## src/sv/srsg_pkg.sv

```systemverilog
// ----------------------------------------------------------------------------
// srsg_pkg
// Shared widths, constants, control-store contents and helpers of the
// stepper ramp segment generator.
// ----------------------------------------------------------------------------
package srsg_pkg;

  localparam int unsigned EXP_LEVELS_DEF = 8;

  localparam int unsigned STEPS_W = 21;
  localparam int unsigned SPEED_W = 12;
  localparam int unsigned MINSP_W = 10;
  localparam int unsigned N_W     = 6;
  localparam int unsigned IDX_W   = 6;
  localparam int unsigned REM_W   = STEPS_W + 1;
  localparam int unsigned SQ_W    = 2 * SPEED_W;
  localparam int unsigned X_W     = 5;
  localparam int unsigned PROD_W  = 25;

  localparam logic [SPEED_W-1:0] SPEED_MAX     = 12'd3199;
  localparam logic [MINSP_W-1:0] MIN_SPEED_RST = 10'd50;

  localparam int unsigned ACCEL_RATE  = 5000;
  localparam int unsigned UPDATE_FREQ = 100;
  localparam int unsigned RUNG_SPEED  = 50;
  localparam int unsigned EST_DIV     = 2 * ACCEL_RATE;
  localparam logic [13:0] EST_DIV_C   = 14'(EST_DIV);

  // Largest estimate is 3199^2/10000 = 1023; any |steps| at or above never loses.
  localparam int unsigned EST_ABS_LIM = 1023;

  // 5243/2^18 ~ 1/RUNG_SPEED and 5243/2^19 ~ 1/UPDATE_FREQ, exact for 12-bit values.
  localparam logic [12:0] RECIP   = 13'd5243;
  localparam int unsigned N_SHIFT = 18;
  localparam int unsigned X_SHIFT = 19;

  // Control store addresses
  localparam int unsigned PC_W = 4;
  localparam logic [PC_W-1:0] P_IDLE  = 4'd0;
  localparam logic [PC_W-1:0] P_SQ    = 4'd1;
  localparam logic [PC_W-1:0] P_CHK   = 4'd2;
  localparam logic [PC_W-1:0] P_BR    = 4'd3;
  localparam logic [PC_W-1:0] P_DIVW  = 4'd4;
  localparam logic [PC_W-1:0] P_LINIT = 4'd5;
  localparam logic [PC_W-1:0] P_RV    = 4'd6;
  localparam logic [PC_W-1:0] P_RX    = 4'd7;
  localparam logic [PC_W-1:0] P_REMIT = 4'd8;
  localparam logic [PC_W-1:0] P_FINAL = 4'd9;
  localparam logic [PC_W-1:0] P_FCALC = 4'd10;
  localparam logic [PC_W-1:0] P_FEMIT = 4'd11;
  localparam logic [PC_W-1:0] P_DONE  = 4'd12;

  typedef enum logic [3:0] {
    OP_NOP,
    OP_LOAD,
    OP_SQ,
    OP_CHK,
    OP_DIV_START,
    OP_LIN_INIT,
    OP_RUNG_V,
    OP_RUNG_X,
    OP_RUNG_EMIT,
    OP_FINAL,
    OP_FB_CALC,
    OP_FB_EMIT,
    OP_DONE
  } op_e;

  typedef enum logic [2:0] {
    C_NEXT,
    C_ALWAYS,
    C_NO_START,
    C_FB,
    C_DIV_BUSY,
    C_MORE_RUNGS,
    C_MORE_LVLS
  } cond_e;

  typedef struct packed {
    op_e             op;
    cond_e           cond;
    logic [PC_W-1:0] target;
  } uword_t;

  function automatic uword_t ucode(input logic [PC_W-1:0] pc);
    uword_t w;
    unique case (pc)
      P_IDLE:  w = '{OP_LOAD,      C_NO_START,   P_IDLE};
      P_SQ:    w = '{OP_SQ,        C_NEXT,       P_IDLE};
      P_CHK:   w = '{OP_CHK,       C_NEXT,       P_IDLE};
      P_BR:    w = '{OP_DIV_START, C_FB,         P_FCALC};
      P_DIVW:  w = '{OP_NOP,       C_DIV_BUSY,   P_DIVW};
      P_LINIT: w = '{OP_LIN_INIT,  C_NEXT,       P_IDLE};
      P_RV:    w = '{OP_RUNG_V,    C_NEXT,       P_IDLE};
      P_RX:    w = '{OP_RUNG_X,    C_NEXT,       P_IDLE};
      P_REMIT: w = '{OP_RUNG_EMIT, C_MORE_RUNGS, P_RV};
      P_FINAL: w = '{OP_FINAL,     C_ALWAYS,     P_DONE};
      P_FCALC: w = '{OP_FB_CALC,   C_NEXT,       P_IDLE};
      P_FEMIT: w = '{OP_FB_EMIT,   C_MORE_LVLS,  P_FCALC};
      P_DONE:  w = '{OP_DONE,      C_ALWAYS,     P_IDLE};
      default: w = '{OP_NOP,       C_ALWAYS,     P_IDLE};
    endcase
    return w;
  endfunction

  function automatic logic [REM_W-1:0] mag(input logic signed [REM_W-1:0] v);
    return v[REM_W-1] ? REM_W'(-v) : REM_W'(v);
  endfunction

  function automatic logic [SPEED_W-1:0] spd_floor(input logic [SPEED_W-1:0] v,
                                                   input logic [MINSP_W-1:0] mn);
    return (v < SPEED_W'(mn)) ? SPEED_W'(mn) : v;
  endfunction

endpackage

```

## src/sv/stepper_ramp_segment_generator.sv

```systemverilog
// ----------------------------------------------------------------------------
// stepper_ramp_segment_generator
// Busy while a command runs: on the linear profile through n = speed/50
// rungs, three control steps per rung, six single steps, and a divide of speed
// by n that holds the sequencer until the divider is done, and on the
// power-of-two profile through its EXP_LEVELS levels. Each segment leaves in
// the cycle after the next is formed; the last strobes in the first cycle with
// busy low. A new command is taken as soon as busy is low. The receiver cannot stall.
// Reset returns the sequencer to idle, drops any held segment, sets min_speed to 50.
// ----------------------------------------------------------------------------
module stepper_ramp_segment_generator #(
  parameter int unsigned EXP_LEVELS = srsg_pkg::EXP_LEVELS_DEF
) (
  input  logic                                clk_i,
  input  logic                                rst_ni,
  input  logic                                start,
  output logic                                busy,
  input  logic signed [srsg_pkg::STEPS_W-1:0] ramp_steps_i,
  input  logic        [srsg_pkg::SPEED_W-1:0] target_speed_i,
  input  logic                                decelerate_i,
  input  logic                                rotate_i,
  input  logic                                cfg_valid_i,
  output logic                                cfg_ready_o,
  input  logic        [srsg_pkg::MINSP_W-1:0] cfg_data_i,
  output logic                                segment_valid_o,
  output logic signed [srsg_pkg::STEPS_W-1:0] segment_steps_o,
  output logic        [srsg_pkg::SPEED_W-1:0] segment_speed_o,
  output logic                                is_rotation_o,
  output logic                                used_fallback_o,
  output logic                                last_segment_o
);

  localparam int unsigned STEPS_W = srsg_pkg::STEPS_W;
  localparam int unsigned SPEED_W = srsg_pkg::SPEED_W;
  localparam int unsigned MINSP_W = srsg_pkg::MINSP_W;
  localparam int unsigned N_W     = srsg_pkg::N_W;
  localparam int unsigned IDX_W   = srsg_pkg::IDX_W;
  localparam int unsigned REM_W   = srsg_pkg::REM_W;
  localparam int unsigned SQ_W    = srsg_pkg::SQ_W;
  localparam int unsigned X_W     = srsg_pkg::X_W;
  localparam int unsigned PROD_W  = srsg_pkg::PROD_W;
  localparam int unsigned PC_W    = srsg_pkg::PC_W;

  localparam logic [IDX_W-1:0] LVL_LAST = IDX_W'(EXP_LEVELS - 1);
  localparam logic [IDX_W-1:0] LVL_NUM  = IDX_W'(EXP_LEVELS);

  // Sequencer
  logic [PC_W-1:0]  pc_q, pc_d;
  srsg_pkg::uword_t uw;
  logic             jump;

  // Command and datapath registers
  logic [MINSP_W-1:0]       min_speed_q;
  logic signed [STEPS_W-1:0] steps_q, steps_d;
  logic [STEPS_W-1:0]       abs_q, abs_d;
  logic [SPEED_W-1:0]       speed_q, speed_d;
  logic                     decel_q, decel_d;
  logic                     rot_q, rot_d;
  logic [N_W-1:0]           n_q, n_d;
  logic [SQ_W-1:0]          sq_q, sq_d;
  logic [SQ_W-1:0]          thr_q, thr_d;
  logic                     fb_q, fb_d;
  logic [IDX_W-1:0]         idx_q, idx_d;
  logic [SPEED_W-1:0]       part_q, part_d;
  logic [N_W-1:0]           frac_q, frac_d;
  logic [SPEED_W-1:0]       v_q, v_d;
  logic [X_W-1:0]           x_q, x_d;
  logic signed [REM_W-1:0]  it_q, it_d;
  logic [SPEED_W-1:0]       sp_q, sp_d;
  logic signed [REM_W-1:0]  rem_q, rem_d;

  // Segment hold and output stage
  logic                      pend_vld_q, pend_vld_d;
  logic signed [STEPS_W-1:0] pend_steps_q;
  logic [SPEED_W-1:0]        pend_speed_q;
  logic                      pend_fb_q;
  logic                      seg_vld_q, seg_vld_d;
  logic signed [STEPS_W-1:0] seg_steps_q;
  logic [SPEED_W-1:0]        seg_speed_q;
  logic                      seg_rot_q;
  logic                      seg_fb_q;
  logic                      seg_last_q;

  logic                     push_en;
  logic signed [REM_W-1:0]  push_steps;
  logic [SPEED_W-1:0]       push_speed;
  logic                     push_fb;
  logic                     done_en;

  // Divider
  logic               div_start;
  logic               div_busy;
  logic [SPEED_W-1:0] div_quo;
  logic [N_W-1:0]     div_rem;

  // Combinational helpers
  logic signed [REM_W-1:0]  in_ext;
  logic [REM_W-1:0]         in_mag;
  logic [PROD_W-1:0]        prod_n;
  logic [PROD_W-1:0]        prod_x;
  logic [X_W-1:0]           xq;
  logic signed [REM_W-1:0]  x_ext;
  logic signed [REM_W-1:0]  xs;
  logic [N_W:0]             fsum;
  logic                     carry;
  logic [IDX_W-1:0]         dsh;
  logic signed [REM_W-1:0]  steps_ext;
  logic signed [REM_W-1:0]  bias;
  logic signed [REM_W-1:0]  biased;
  logic signed [REM_W-1:0]  quot;
  logic [REM_W-1:0]         rem_mag;

  srsg_div #(
    .DIVIDEND_W (SPEED_W),
    .DIVISOR_W  (N_W)
  ) u_div (
    .clk_i       (clk_i),
    .rst_ni      (rst_ni),
    .start_i     (div_start),
    .dividend_i  (speed_q),
    .divisor_i   (n_q),
    .busy_o      (div_busy),
    .quotient_o  (div_quo),
    .remainder_o (div_rem)
  );

  // Control store and next step
  always_comb begin
    uw = srsg_pkg::ucode(pc_q);
    unique case (uw.cond)
      srsg_pkg::C_NEXT:       jump = 1'b0;
      srsg_pkg::C_ALWAYS:     jump = 1'b1;
      srsg_pkg::C_NO_START:   jump = !start;
      srsg_pkg::C_FB:         jump = fb_q;
      srsg_pkg::C_DIV_BUSY:   jump = div_busy;
      srsg_pkg::C_MORE_RUNGS: jump = idx_q != IDX_W'(n_q - N_W'(1));
      srsg_pkg::C_MORE_LVLS:  jump = idx_q != LVL_LAST;
      default:                jump = 1'b0;
    endcase
    pc_d = jump ? uw.target : pc_q + PC_W'(1);
  end

  // Shared arithmetic
  always_comb begin
    in_ext    = REM_W'(ramp_steps_i);
    in_mag    = srsg_pkg::mag(in_ext);
    prod_n    = PROD_W'(speed_q) * PROD_W'(srsg_pkg::RECIP);
    prod_x    = PROD_W'(v_q) * PROD_W'(srsg_pkg::RECIP);
    xq        = prod_x[srsg_pkg::X_SHIFT+X_W-1:srsg_pkg::X_SHIFT];
    x_ext     = signed'(REM_W'(x_q));
    xs        = steps_q[STEPS_W-1] ? -x_ext : x_ext;
    fsum      = {1'b0, frac_q} + {1'b0, div_rem};
    carry     = fsum >= {1'b0, n_q};
    rem_mag   = srsg_pkg::mag(rem_q);
    dsh       = decel_q ? (idx_q + IDX_W'(1)) : (LVL_NUM - idx_q);
    steps_ext = REM_W'(steps_q);
    // round toward zero: bias negative values by 2^d - 1 before the shift
    bias      = steps_q[STEPS_W-1] ? signed'((REM_W'(1) << dsh) - REM_W'(1)) : '0;
    biased    = steps_ext + bias;
    quot      = biased >>> dsh;
  end

  // Datapath actions per control word
  always_comb begin
    steps_d    = steps_q;
    abs_d      = abs_q;
    speed_d    = speed_q;
    decel_d    = decel_q;
    rot_d      = rot_q;
    n_d        = n_q;
    sq_d       = sq_q;
    thr_d      = thr_q;
    fb_d       = fb_q;
    idx_d      = idx_q;
    part_d     = part_q;
    frac_d     = frac_q;
    v_d        = v_q;
    x_d        = x_q;
    it_d       = it_q;
    sp_d       = sp_q;
    rem_d      = rem_q;
    push_en    = 1'b0;
    push_steps = it_q;
    push_speed = sp_q;
    push_fb    = 1'b0;
    done_en    = 1'b0;
    div_start  = 1'b0;

    unique case (uw.op)
      srsg_pkg::OP_NOP: begin
      end
      srsg_pkg::OP_LOAD: begin
        if (start) begin
          steps_d = ramp_steps_i;
          abs_d   = in_mag[STEPS_W-1:0];
          speed_d = (target_speed_i > srsg_pkg::SPEED_MAX) ? srsg_pkg::SPEED_MAX
                                                           : target_speed_i;
          decel_d = decelerate_i;
          rot_d   = rotate_i;
          rem_d   = in_ext;
        end
      end
      srsg_pkg::OP_SQ: begin
        sq_d  = SQ_W'(speed_q) * SQ_W'(speed_q);
        n_d   = prod_n[srsg_pkg::N_SHIFT+N_W-1:srsg_pkg::N_SHIFT];
        thr_d = SQ_W'(srsg_pkg::EST_DIV_C) * SQ_W'(11'(abs_q[9:0]) + 11'd1);
        idx_d = '0;
      end
      srsg_pkg::OP_CHK: begin
        fb_d = (n_q == '0)
            || ((abs_q < STEPS_W'(srsg_pkg::EST_ABS_LIM)) && (sq_q >= thr_q));
      end
      srsg_pkg::OP_DIV_START: begin
        div_start = !fb_q;
      end
      srsg_pkg::OP_LIN_INIT: begin
        part_d = '0;
        frac_d = '0;
        idx_d  = '0;
      end
      srsg_pkg::OP_RUNG_V: begin
        v_d = srsg_pkg::spd_floor(decel_q ? (speed_q - part_q) : part_q, min_speed_q);
      end
      srsg_pkg::OP_RUNG_X: begin
        x_d = (xq == '0) ? X_W'(1) : xq;
      end
      srsg_pkg::OP_RUNG_EMIT: begin
        if (rem_mag >= REM_W'(x_q)) begin
          rem_d      = rem_q - xs;
          push_en    = 1'b1;
          push_steps = xs;
          push_speed = v_q;
        end
        // advance i*speed/n: whole quotient plus a carry from the remainder
        frac_d = carry ? N_W'(fsum - {1'b0, n_q}) : fsum[N_W-1:0];
        part_d = part_q + div_quo + SPEED_W'(carry);
        idx_d  = idx_q + IDX_W'(1);
      end
      srsg_pkg::OP_FINAL: begin
        if (rem_q != '0) begin
          push_en    = 1'b1;
          push_steps = rem_q;
          push_speed = srsg_pkg::spd_floor(decel_q ? div_quo : speed_q, min_speed_q);
        end
      end
      srsg_pkg::OP_FB_CALC: begin
        it_d = (idx_q == LVL_LAST) ? rem_q : quot;
        sp_d = srsg_pkg::spd_floor(speed_q >> dsh, min_speed_q);
      end
      srsg_pkg::OP_FB_EMIT: begin
        if ((it_q != '0) && (rem_mag >= srsg_pkg::mag(it_q))) begin
          rem_d      = rem_q - it_q;
          push_en    = 1'b1;
          push_steps = it_q;
          push_speed = sp_q;
          push_fb    = 1'b1;
        end
        idx_d = idx_q + IDX_W'(1);
      end
      srsg_pkg::OP_DONE: begin
        done_en = 1'b1;
      end
      default: begin
      end
    endcase
  end

  // Hold one segment back so the final one can carry its last flag
  always_comb begin
    pend_vld_d = pend_vld_q;
    seg_vld_d  = 1'b0;
    if (push_en) begin
      pend_vld_d = 1'b1;
      seg_vld_d  = pend_vld_q;
    end else if (done_en) begin
      pend_vld_d = 1'b0;
      seg_vld_d  = pend_vld_q;
    end
  end

  always_ff @(posedge clk_i or negedge rst_ni) begin
    if (!rst_ni) begin
      pc_q        <= srsg_pkg::P_IDLE;
      min_speed_q <= srsg_pkg::MIN_SPEED_RST;
      pend_vld_q  <= 1'b0;
      seg_vld_q   <= 1'b0;
    end else begin
      pc_q       <= pc_d;
      pend_vld_q <= pend_vld_d;
      seg_vld_q  <= seg_vld_d;
      if (cfg_valid_i) begin
        min_speed_q <= cfg_data_i;
      end
    end
  end

  always_ff @(posedge clk_i) begin
    steps_q <= steps_d;
    abs_q   <= abs_d;
    speed_q <= speed_d;
    decel_q <= decel_d;
    rot_q   <= rot_d;
    n_q     <= n_d;
    sq_q    <= sq_d;
    thr_q   <= thr_d;
    fb_q    <= fb_d;
    idx_q   <= idx_d;
    part_q  <= part_d;
    frac_q  <= frac_d;
    v_q     <= v_d;
    x_q     <= x_d;
    it_q    <= it_d;
    sp_q    <= sp_d;
    rem_q   <= rem_d;
    if (push_en || done_en) begin
      seg_steps_q <= pend_steps_q;
      seg_speed_q <= pend_speed_q;
      seg_rot_q   <= rot_q;
      seg_fb_q    <= pend_fb_q;
      seg_last_q  <= done_en;
    end
    if (push_en) begin
      pend_steps_q <= push_steps[STEPS_W-1:0];
      pend_speed_q <= push_speed;
      pend_fb_q    <= push_fb;
    end
  end

  assign busy            = pc_q != srsg_pkg::P_IDLE;
  assign cfg_ready_o     = 1'b1;
  assign segment_valid_o = seg_vld_q;
  assign segment_steps_o = seg_steps_q;
  assign segment_speed_o = seg_speed_q;
  assign is_rotation_o   = seg_rot_q;
  assign used_fallback_o = seg_fb_q;
  assign last_segment_o  = seg_last_q;

  a_seg_from_busy: assert property (@(posedge clk_i) disable iff (!rst_ni)
    segment_valid_o |-> $past(busy))
    else $error("segment strobe without a command in progress");

  a_accept_busy: assert property (@(posedge clk_i) disable iff (!rst_ni)
    (start && !busy) |=> busy)
    else $error("accepted command did not raise busy");

  a_div_idle: assert property (@(posedge clk_i) disable iff (!rst_ni)
    div_start |-> !div_busy)
    else $error("divider restarted while busy");

  a_last_alone: assert property (@(posedge clk_i) disable iff (!rst_ni)
    (segment_valid_o && last_segment_o) |=> !segment_valid_o)
    else $error("segment strobe after the last segment");

  a_idle_empty: assert property (@(posedge clk_i) disable iff (!rst_ni)
    !busy |-> !pend_vld_q)
    else $error("held segment left behind at idle");

endmodule

```

## src/sv/srsg_div.sv

```systemverilog
// ----------------------------------------------------------------------------
// srsg_div
// Restoring divider, one quotient bit per cycle; quotient and remainder
// hold after busy falls until the next start.
// ----------------------------------------------------------------------------
module srsg_div #(
  parameter int unsigned DIVIDEND_W = srsg_pkg::SPEED_W,
  parameter int unsigned DIVISOR_W  = srsg_pkg::N_W
) (
  input  logic                  clk_i,
  input  logic                  rst_ni,
  input  logic                  start_i,
  input  logic [DIVIDEND_W-1:0] dividend_i,
  input  logic [DIVISOR_W-1:0]  divisor_i,
  output logic                  busy_o,
  output logic [DIVIDEND_W-1:0] quotient_o,
  output logic [DIVISOR_W-1:0]  remainder_o
);

  localparam int unsigned CNT_W = $clog2(DIVIDEND_W + 1);

  logic                  busy_q;
  logic [CNT_W-1:0]      cnt_q;
  logic [DIVIDEND_W-1:0] quo_q;
  logic [DIVISOR_W-1:0]  rem_q;
  logic [DIVISOR_W-1:0]  dvs_q;

  logic [DIVISOR_W:0]    trial;
  logic                  ge;
  logic [DIVISOR_W:0]    diff;

  always_comb begin
    trial = {rem_q, quo_q[DIVIDEND_W-1]};
    ge    = trial >= {1'b0, dvs_q};
    diff  = ge ? (trial - {1'b0, dvs_q}) : trial;
  end

  always_ff @(posedge clk_i or negedge rst_ni) begin
    if (!rst_ni) begin
      busy_q <= 1'b0;
      cnt_q  <= '0;
    end else if (start_i) begin
      busy_q <= 1'b1;
      cnt_q  <= CNT_W'(DIVIDEND_W);
    end else if (busy_q) begin
      cnt_q <= cnt_q - CNT_W'(1);
      if (cnt_q == CNT_W'(1)) begin
        busy_q <= 1'b0;
      end
    end
  end

  always_ff @(posedge clk_i) begin
    if (start_i) begin
      quo_q <= dividend_i;
      rem_q <= '0;
      dvs_q <= divisor_i;
    end else if (busy_q) begin
      quo_q <= {quo_q[DIVIDEND_W-2:0], ge};
      rem_q <= diff[DIVISOR_W-1:0];
    end
  end

  assign busy_o      = busy_q;
  assign quotient_o  = quo_q;
  assign remainder_o = rem_q;

endmodule
```

## config.mk

```make
export PLATFORM = sky130hd
export DESIGN_NAME = stepper_ramp_segment_generator
export DESIGN_NICKNAME = d
export VERILOG_FILES = /design/src/sv/srsg_pkg.sv /design/src/sv/stepper_ramp_segment_generator.sv /design/src/sv/srsg_div.sv
export SDC_FILE = /design/constraint.sdc
export NUM_CORES = 2
export LEC_CHECK = 0
export ABC_AREA = 1
export BUFFER_PORTS_ARGS = -buffer_cell sky130_fd_sc_hd__buf_2
export CAP_MARGIN = 20
export CORE_UTILIZATION = 50
export DETAILED_ROUTE_END_ITERATION = 12
export HOLD_SLACK_MARGIN = 0.12
export PLACE_DENSITY = 0.74
export SLEW_MARGIN = 20
export SYNTH_ARGS = -nofsm -noshare
export SYNTH_HDL_FRONTEND = slang
export SYNTH_SLANG_ARGS = --single-unit
```

## constraint.sdc

```tcl
create_clock -name clk_i -period 10.2 [get_ports clk_i]
set_clock_uncertainty 0.15 [all_clocks]
set_input_delay 1.02 -clock clk_i [delete_from_list [all_inputs] [get_ports clk_i]]
set_output_delay 1.02 -clock clk_i [all_outputs]
set_load 0.05 [all_outputs]
```

=== Yosys cells after proc, flatten, opt, wreduce, memory -nomap -nowiden ===
Memories as Yosys holds them, arrays and structs flattened.
Index checks and enable logic that the tools add are counted.

* Memories kept: 1
* Bits in read-only memories: 160
* Output and inout port bits: 39
* Bits in registers: 319

{| class="wikitable"
|+ Memories
! name !! depth !! bits a word !! read ports !! clocked after memory_dff !! write ports !! line !! source
|-
| (no name shown) || 16 || 10 || 1 || 0 || 0 || srsg_pkg.sv:87 || <nowiki>unique case (pc)</nowiki>
|}

* $lt $le $gt $ge: 10
* Reduce and logical (&&, ||, !) cells: 20
* Mux-type cells: 46
* Shift operators: 3
* Equal/unequal tests: 25
* Add/sub/neg operators: 20
* Multiply operators: 4

{| class="wikitable"
|+ Operator list
! operator !! count
|-
| $mux 22 || 8
|-
| $mux 12 || 7
|-
| $pmux 22 s3 || 1
|-
| $mul 12x13->24 const B || 2
|-
| $pmux 12 s2 || 2
|-
| $neg 22->22 || 2
|-
| $reduce_bool 22->1 || 2
|-
| $sub 22x22->22 || 2
|-
| $mux 21 || 2
|-
| $pmux 21 s2 || 1
|-
| $lt 12x10->1 || 3
|-
| $ge 24x24->1 || 1
|-
| $mul 12x12->24 || 1
|-
| $pmux 6 s2 || 2
|-
| $add 21x22->22 || 1
|-
| $ge 22x22->1 || 1
|-
| $ge 22x5->1 || 1
|-
| $neg 5->22 || 1
|-
| $shl 1x6->22 const A || 1
|-
| $sshr 22x6->22 || 1
|-
| $sub 22x2->22 const B || 1
|-
| $lt 21x10->1 const B || 1
|-
| $neg 21->21 || 1
|-
| $eq 4x4->1 const B || 5
|-
| 43 further kinds || 78
|}

=== Logic depth before layout (Yosys ltp) ===
* Depth after elaboration: 8
* Mapped depth: 41
* Depth with buffers taken out: 41

=== By module ===
From an unflattened synthesis, not the netlist that was laid out.

* Cell total of the unflattened synthesis: 3,777
* Area, all modules: 32,448.6 µm²

{| class="wikitable"
|+ Modules (own cells, without submodules)
! module !! area each (µm²) !! cells each !! times used
|-
| stepper_ramp_segment_generator || 30,872.1 || 3,595 || 1
|-
| srsg_div || 1,576.5 || 182 || 1
|}

=== Worst setup path before layout ===
Ideal clock, no wire load.

* Kind: register to register
* From: reg pc_q[1]
* To: reg rem_q[0], enable pin
* Stages on the path, launching flop included: 10
* Path slack: 1.034 ns
* Path buffers: 0
* Arrival time: 8.580 ns
* Cell sequence: dfrtp_1 -> inv_1 -> ha_1 -> nor2_1 -> nor2_1 -> o22ai_1 -> inv_1 -> nor4_1 -> nor2_1 -> a211oi_1

* Longest elaborated chain between the ends: 4

{| class="wikitable"
|+ Ends and longest elaborated chain
! item !! line !! source
|-
| start, declared || stepper_ramp_segment_generator.sv:48 || <nowiki>logic [PC_W-1:0] pc_q, pc_d;</nowiki>
|-
| start signal, assigned || stepper_ramp_segment_generator.sv:283 || <nowiki>pc_q <= srsg_pkg::P_IDLE;</nowiki>
|-
| start signal, assigned || stepper_ramp_segment_generator.sv:288 || <nowiki>pc_q <= pc_d;</nowiki>
|-
| $mem_v2 16x10 (*) || n/a ||
|-
| $eq 4x4->1 / $eq 4x1->1 (equally long branches) || stepper_ramp_segment_generator.sv:189 || <nowiki>unique case (uw.op)</nowiki>
|-
| $ne 2x2->1 (no source line) / $reduce_bool 3->1 (equally long branches) || n/a ||
|-
| $reduce_and 4->1 (no source line) (*) || n/a ||
|-
| end signal, assigned || stepper_ramp_segment_generator.sv:314 || <nowiki>rem_q <= rem_d;</nowiki>
|-
| end, declared || stepper_ramp_segment_generator.sv:70 || <nowiki>logic signed [REM_W-1:0] rem_q, rem_d;</nowiki>
|}

Mark *: on every way between the ends. The rest lies on a longest branch, timed or not.
A chain may end at the register's enable or synchronous reset.

=== Worst setup path in the final report ===
* From: reg speed_q[5]
* To: reg sq_q[22] (data pin)

* Longest elaborated chain between the ends: 1

{| class="wikitable"
|+ Ends and longest elaborated chain
! item !! line !! source
|-
| start, declared || stepper_ramp_segment_generator.sv:56 || <nowiki>logic [SPEED_W-1:0] speed_q, speed_d;</nowiki>
|-
| start signal, assigned || stepper_ramp_segment_generator.sv:300 || <nowiki>speed_q <= speed_d;</nowiki>
|-
| $mul 12x12->24 || stepper_ramp_segment_generator.sv:204 || <nowiki>sq_d = SQ_W'(speed_q) * SQ_W'(speed_q);</nowiki>
|-
| end signal, assigned || stepper_ramp_segment_generator.sv:304 || <nowiki>sq_q <= sq_d;</nowiki>
|-
| end, declared || stepper_ramp_segment_generator.sv:60 || <nowiki>logic [SQ_W-1:0] sq_q, sq_d;</nowiki>
|}

No other way between the ends.

==> results.toml <==
[outcome]
status = "complete, no violations"

[yosys]
syn_nets = 4484
synth-edff-count = 290
synthTopCellsByCount = "646 x inv_1, 642 x nand2_1, 443 x ha_1"
synth_seq_cells = 317
async_reset_ff_share_pct = 6.62
synth_top_cells_by_area = "edfxtp_1 27%, ha_1 17%, fa_1 12%"
netlist.area_leader.share_pct = 26.9
syn_inst = 3797
syn_area_sq_mm = 0.0324
yosys.area_share.simple_pct = 15.9
synth_ff_type = "edfxtp_1"
synth_top_cell_by_area = "edfxtp_1"
avgSynthCellArea_sq_um = 8.53
yosysWarnings = 0
synth_compound_area_share_pct = 12.1
yosysMostFrequentCell = "inv_1"
synth_cell_types = 70
synthXorXnorAreaFrac_pct = 4.76
synth_top_family_by_area = "adder cells"
seq_area_frac_synth_pct = 28.9
synth_fa_ha_area_share_pct = 29.2
synthMuxAreaShare_pct = 0.0618

[clock_network]
cts_made_buffers = 38
clock_path_buffers = 3
cts_resized = 0
clock-sinks = 317
cts_setup_buffers = 0
clkTransAtPathRegs_ps = 60
cts_hold_buf = 0
htree_levels = 2
cts_tree = "built"
clockRootBuffer = "clkbuf_16"
clk-insertion-delay-late_ps = 580

[drt]
num_vias = 25700
firstDrtPassIters = 6
route.detailed.drc = 0
routed_wl_um = 80500
viasPerCell = 5.46
detail_route.wl_per_cell_um = 17.1
initialDrtViolationCount = 2312
ant_nets = 0

[setup_path]
critPathMaxStageDelay_ps = 930
critPathMaxFanout = 18
worstPathArrival_ps = 6560
path_cells = "nand2_1 > fa_1 > fa_1 > inv_1 > fa_1 > inv_1 > fa_1 > inv_1 > fa_1 > ha_1 > a21oi_1 > o21ai_0 > a21oi_1 > o21ai_0 > nand3_1 > nand2_1 > a21oi_1 > inv_1 > a21oi_1 > o21ai_0 > a21oi_1 > nor2_1 > nor2_1 > xnor2_1"
cpMaxStageDelayCell = "edfxtp_1"
crit_type = "reg -> reg"
endpoint_kind = "register"
worst_setup_path_start_kind = "register"
critPathRequiredTime_ps = 10350

[floorplan]
rows = 92
die_x_um = 256
pin_count = 88
start_util_pct = 51.0
dieArea_sq_mm = 0.0658
chipHeight_um = 256
coreArea_sq_mm = 0.0635

[cells_and_area]
drive_gt1_share_pct = 7.22
final_area_sq_mm = 0.0349
fin_nets = 4525
syn_to_final_growth_pct = 7.74

[grt]
grt_use_total_pct = 24.8
grt-ovfl-total = 0
antenna_found_initial = 3
grt_max_degree = 57
grt_pass1_wl_um = 131000
grt_pass1_vias = 24800

[sta]
rsz0062_at_grt = "false"
tns_ps = 0
final-setup-viol-count = 0
tightest_slew_ps = 962
fin_crit_sh_pct = 62.8
hold_viol = 0
maxSlewHeadroom_pct = 35.6
finalMaxSlewViolations = 0
finalCriticalPeriod_ps = 6410
fmax_mhz = 156

[pwr]
ir_worst_vdd_mv = 0.120
p_per_area_mw_per_mm2 = 83.5
leakagePower_nw = 17.0

[placed_design]
place_area_sq_mm = 0.0336
gp_congestion = 0.975
hpwl_um = 64400
port_buffers = 86

[worst_hold_path]
hp-class = "in -> async"

[job]
cap_violations = 0
[area by class of cell]
type                    count  area (sq um)
multi-input cells        2713         20100
inverters                 665          2500
clock buffers              42           997
diodes                      1          2.50
well taps                 846          1060
clock inverters            26           299
fillers                  5788         28700
flip-flops and latches    317          9360
repair buffers            103           558
[placed cells by master, fill, tap and decap left out, types with 39 or more instances in the layout]
cell type / Yosys / layout
inv_1: 646 / 646
nand2_1: 642 / 642
ha_1: 443 / 443
o21ai_0: 306 / 306
edfxtp_1: 290 / 290
a21oi_1: 237 / 237
nor2_1: 225 / 223
fa_1: 195 / 195
nand3_1: 138 / 138
xor2_1: 116 / 116
buf_2: 11 / 86
xnor2_1: 60 / 60
nor3_1: 45 / 44
clkbuf_16: 0 / 39
[cells by family after synthesis]
family | after synthesis
buffers and inverters | 767
multiplexers | 2
AND/OR/NAND/NOR | 1188
AO/OA/AOI/OAI | 708
flip-flops | 317
other | 1
XOR/XNOR | 176
adder cells (fa/ha/maj) | 638
[stage by stage]
step / instances / utilization, % / worst slack (ps) / total power [mW] / hold WS [ps]
after global routing: 4712 / 54.9 / 3300 / 2.99 / 272
after global placement: 4644 / 52.8 / 3970 / 1.52 / 251
after detailed placement: 4644 / 52.8 / 3850 / 1.52 / 255
after floorplan: 3797 / - / 1030 / 1.48 / 250
after CTS: 4712 / 54.9 / 3780 / 2.94 / 243
final: 4713 / 54.9 / 3790 / 2.91 / 254
[power by group]
group | internal (mW) | leakage, nW | switching [mW]
combinational | 0.0266 | 13.4 | 0.0527
clock | 0.840 | 0.625 | 0.579
sequential | 1.41 | 2.98 | 0.00189
total | 2.28 | 17.0 | 0.634
[worst max-delay path: cells and delay by family, from the launching register on]
| family | cells | cell delay (ps) |
|---|---|---|
| flops | 1 | 930 |
| buf+inv | 4 | 220 |
| compound gates | 8 | 1270 |
| xor+xnor | 1 | 80 |
| fa+ha+maj | 6 | 2970 |
| simple gates | 5 | 540 |
[routing by layer]
metal,share of wire (%),wire length (um),track usage (%),vias up
li1,-,-,-,12700
met1,45,36500,35.2,12100
met2,46,36800,40.1,858
met3,6.8,5450,3.21,105
met4,2.1,1670,6.37,4
met5,0.037,30,0,-
[sequential cells by signal, summed over array words and instances (netlist names), 10 cells and up]
register,count
sp_q,12
u_div.quotient_o,12
min_speed_q,10
rem_q,22
pend_speed_q,12
segment_speed_o,12
segment_steps_o,21
abs_q,20
speed_q,12
it_q,22
v_q,12
pend_steps_q,21
part_q,12
steps_q,21
thr_q,20
sq_q,23
[worst paths after layout]
path | from | endpoint | cells past startpoint | slack, ps
worst min-delay path | rst_ni | u_div.cnt_q[2] | 1 | 250
worst max register to register | speed_q[5] | sq_q[22] | 24 | 3790
worst min register to register | pend_steps_q[11] | segment_steps_o[11] | 0 | 270
worst max-delay path | speed_q[5] | sq_q[22] | 24 | 3790
min in group clk_i | pend_steps_q[11] | segment_steps_o[11] | 0 | 270
max in group asynchronous | rst_ni | min_speed_q[4] | 1 | 9280
No activity file was read; power rests on OpenSTA's default activity.
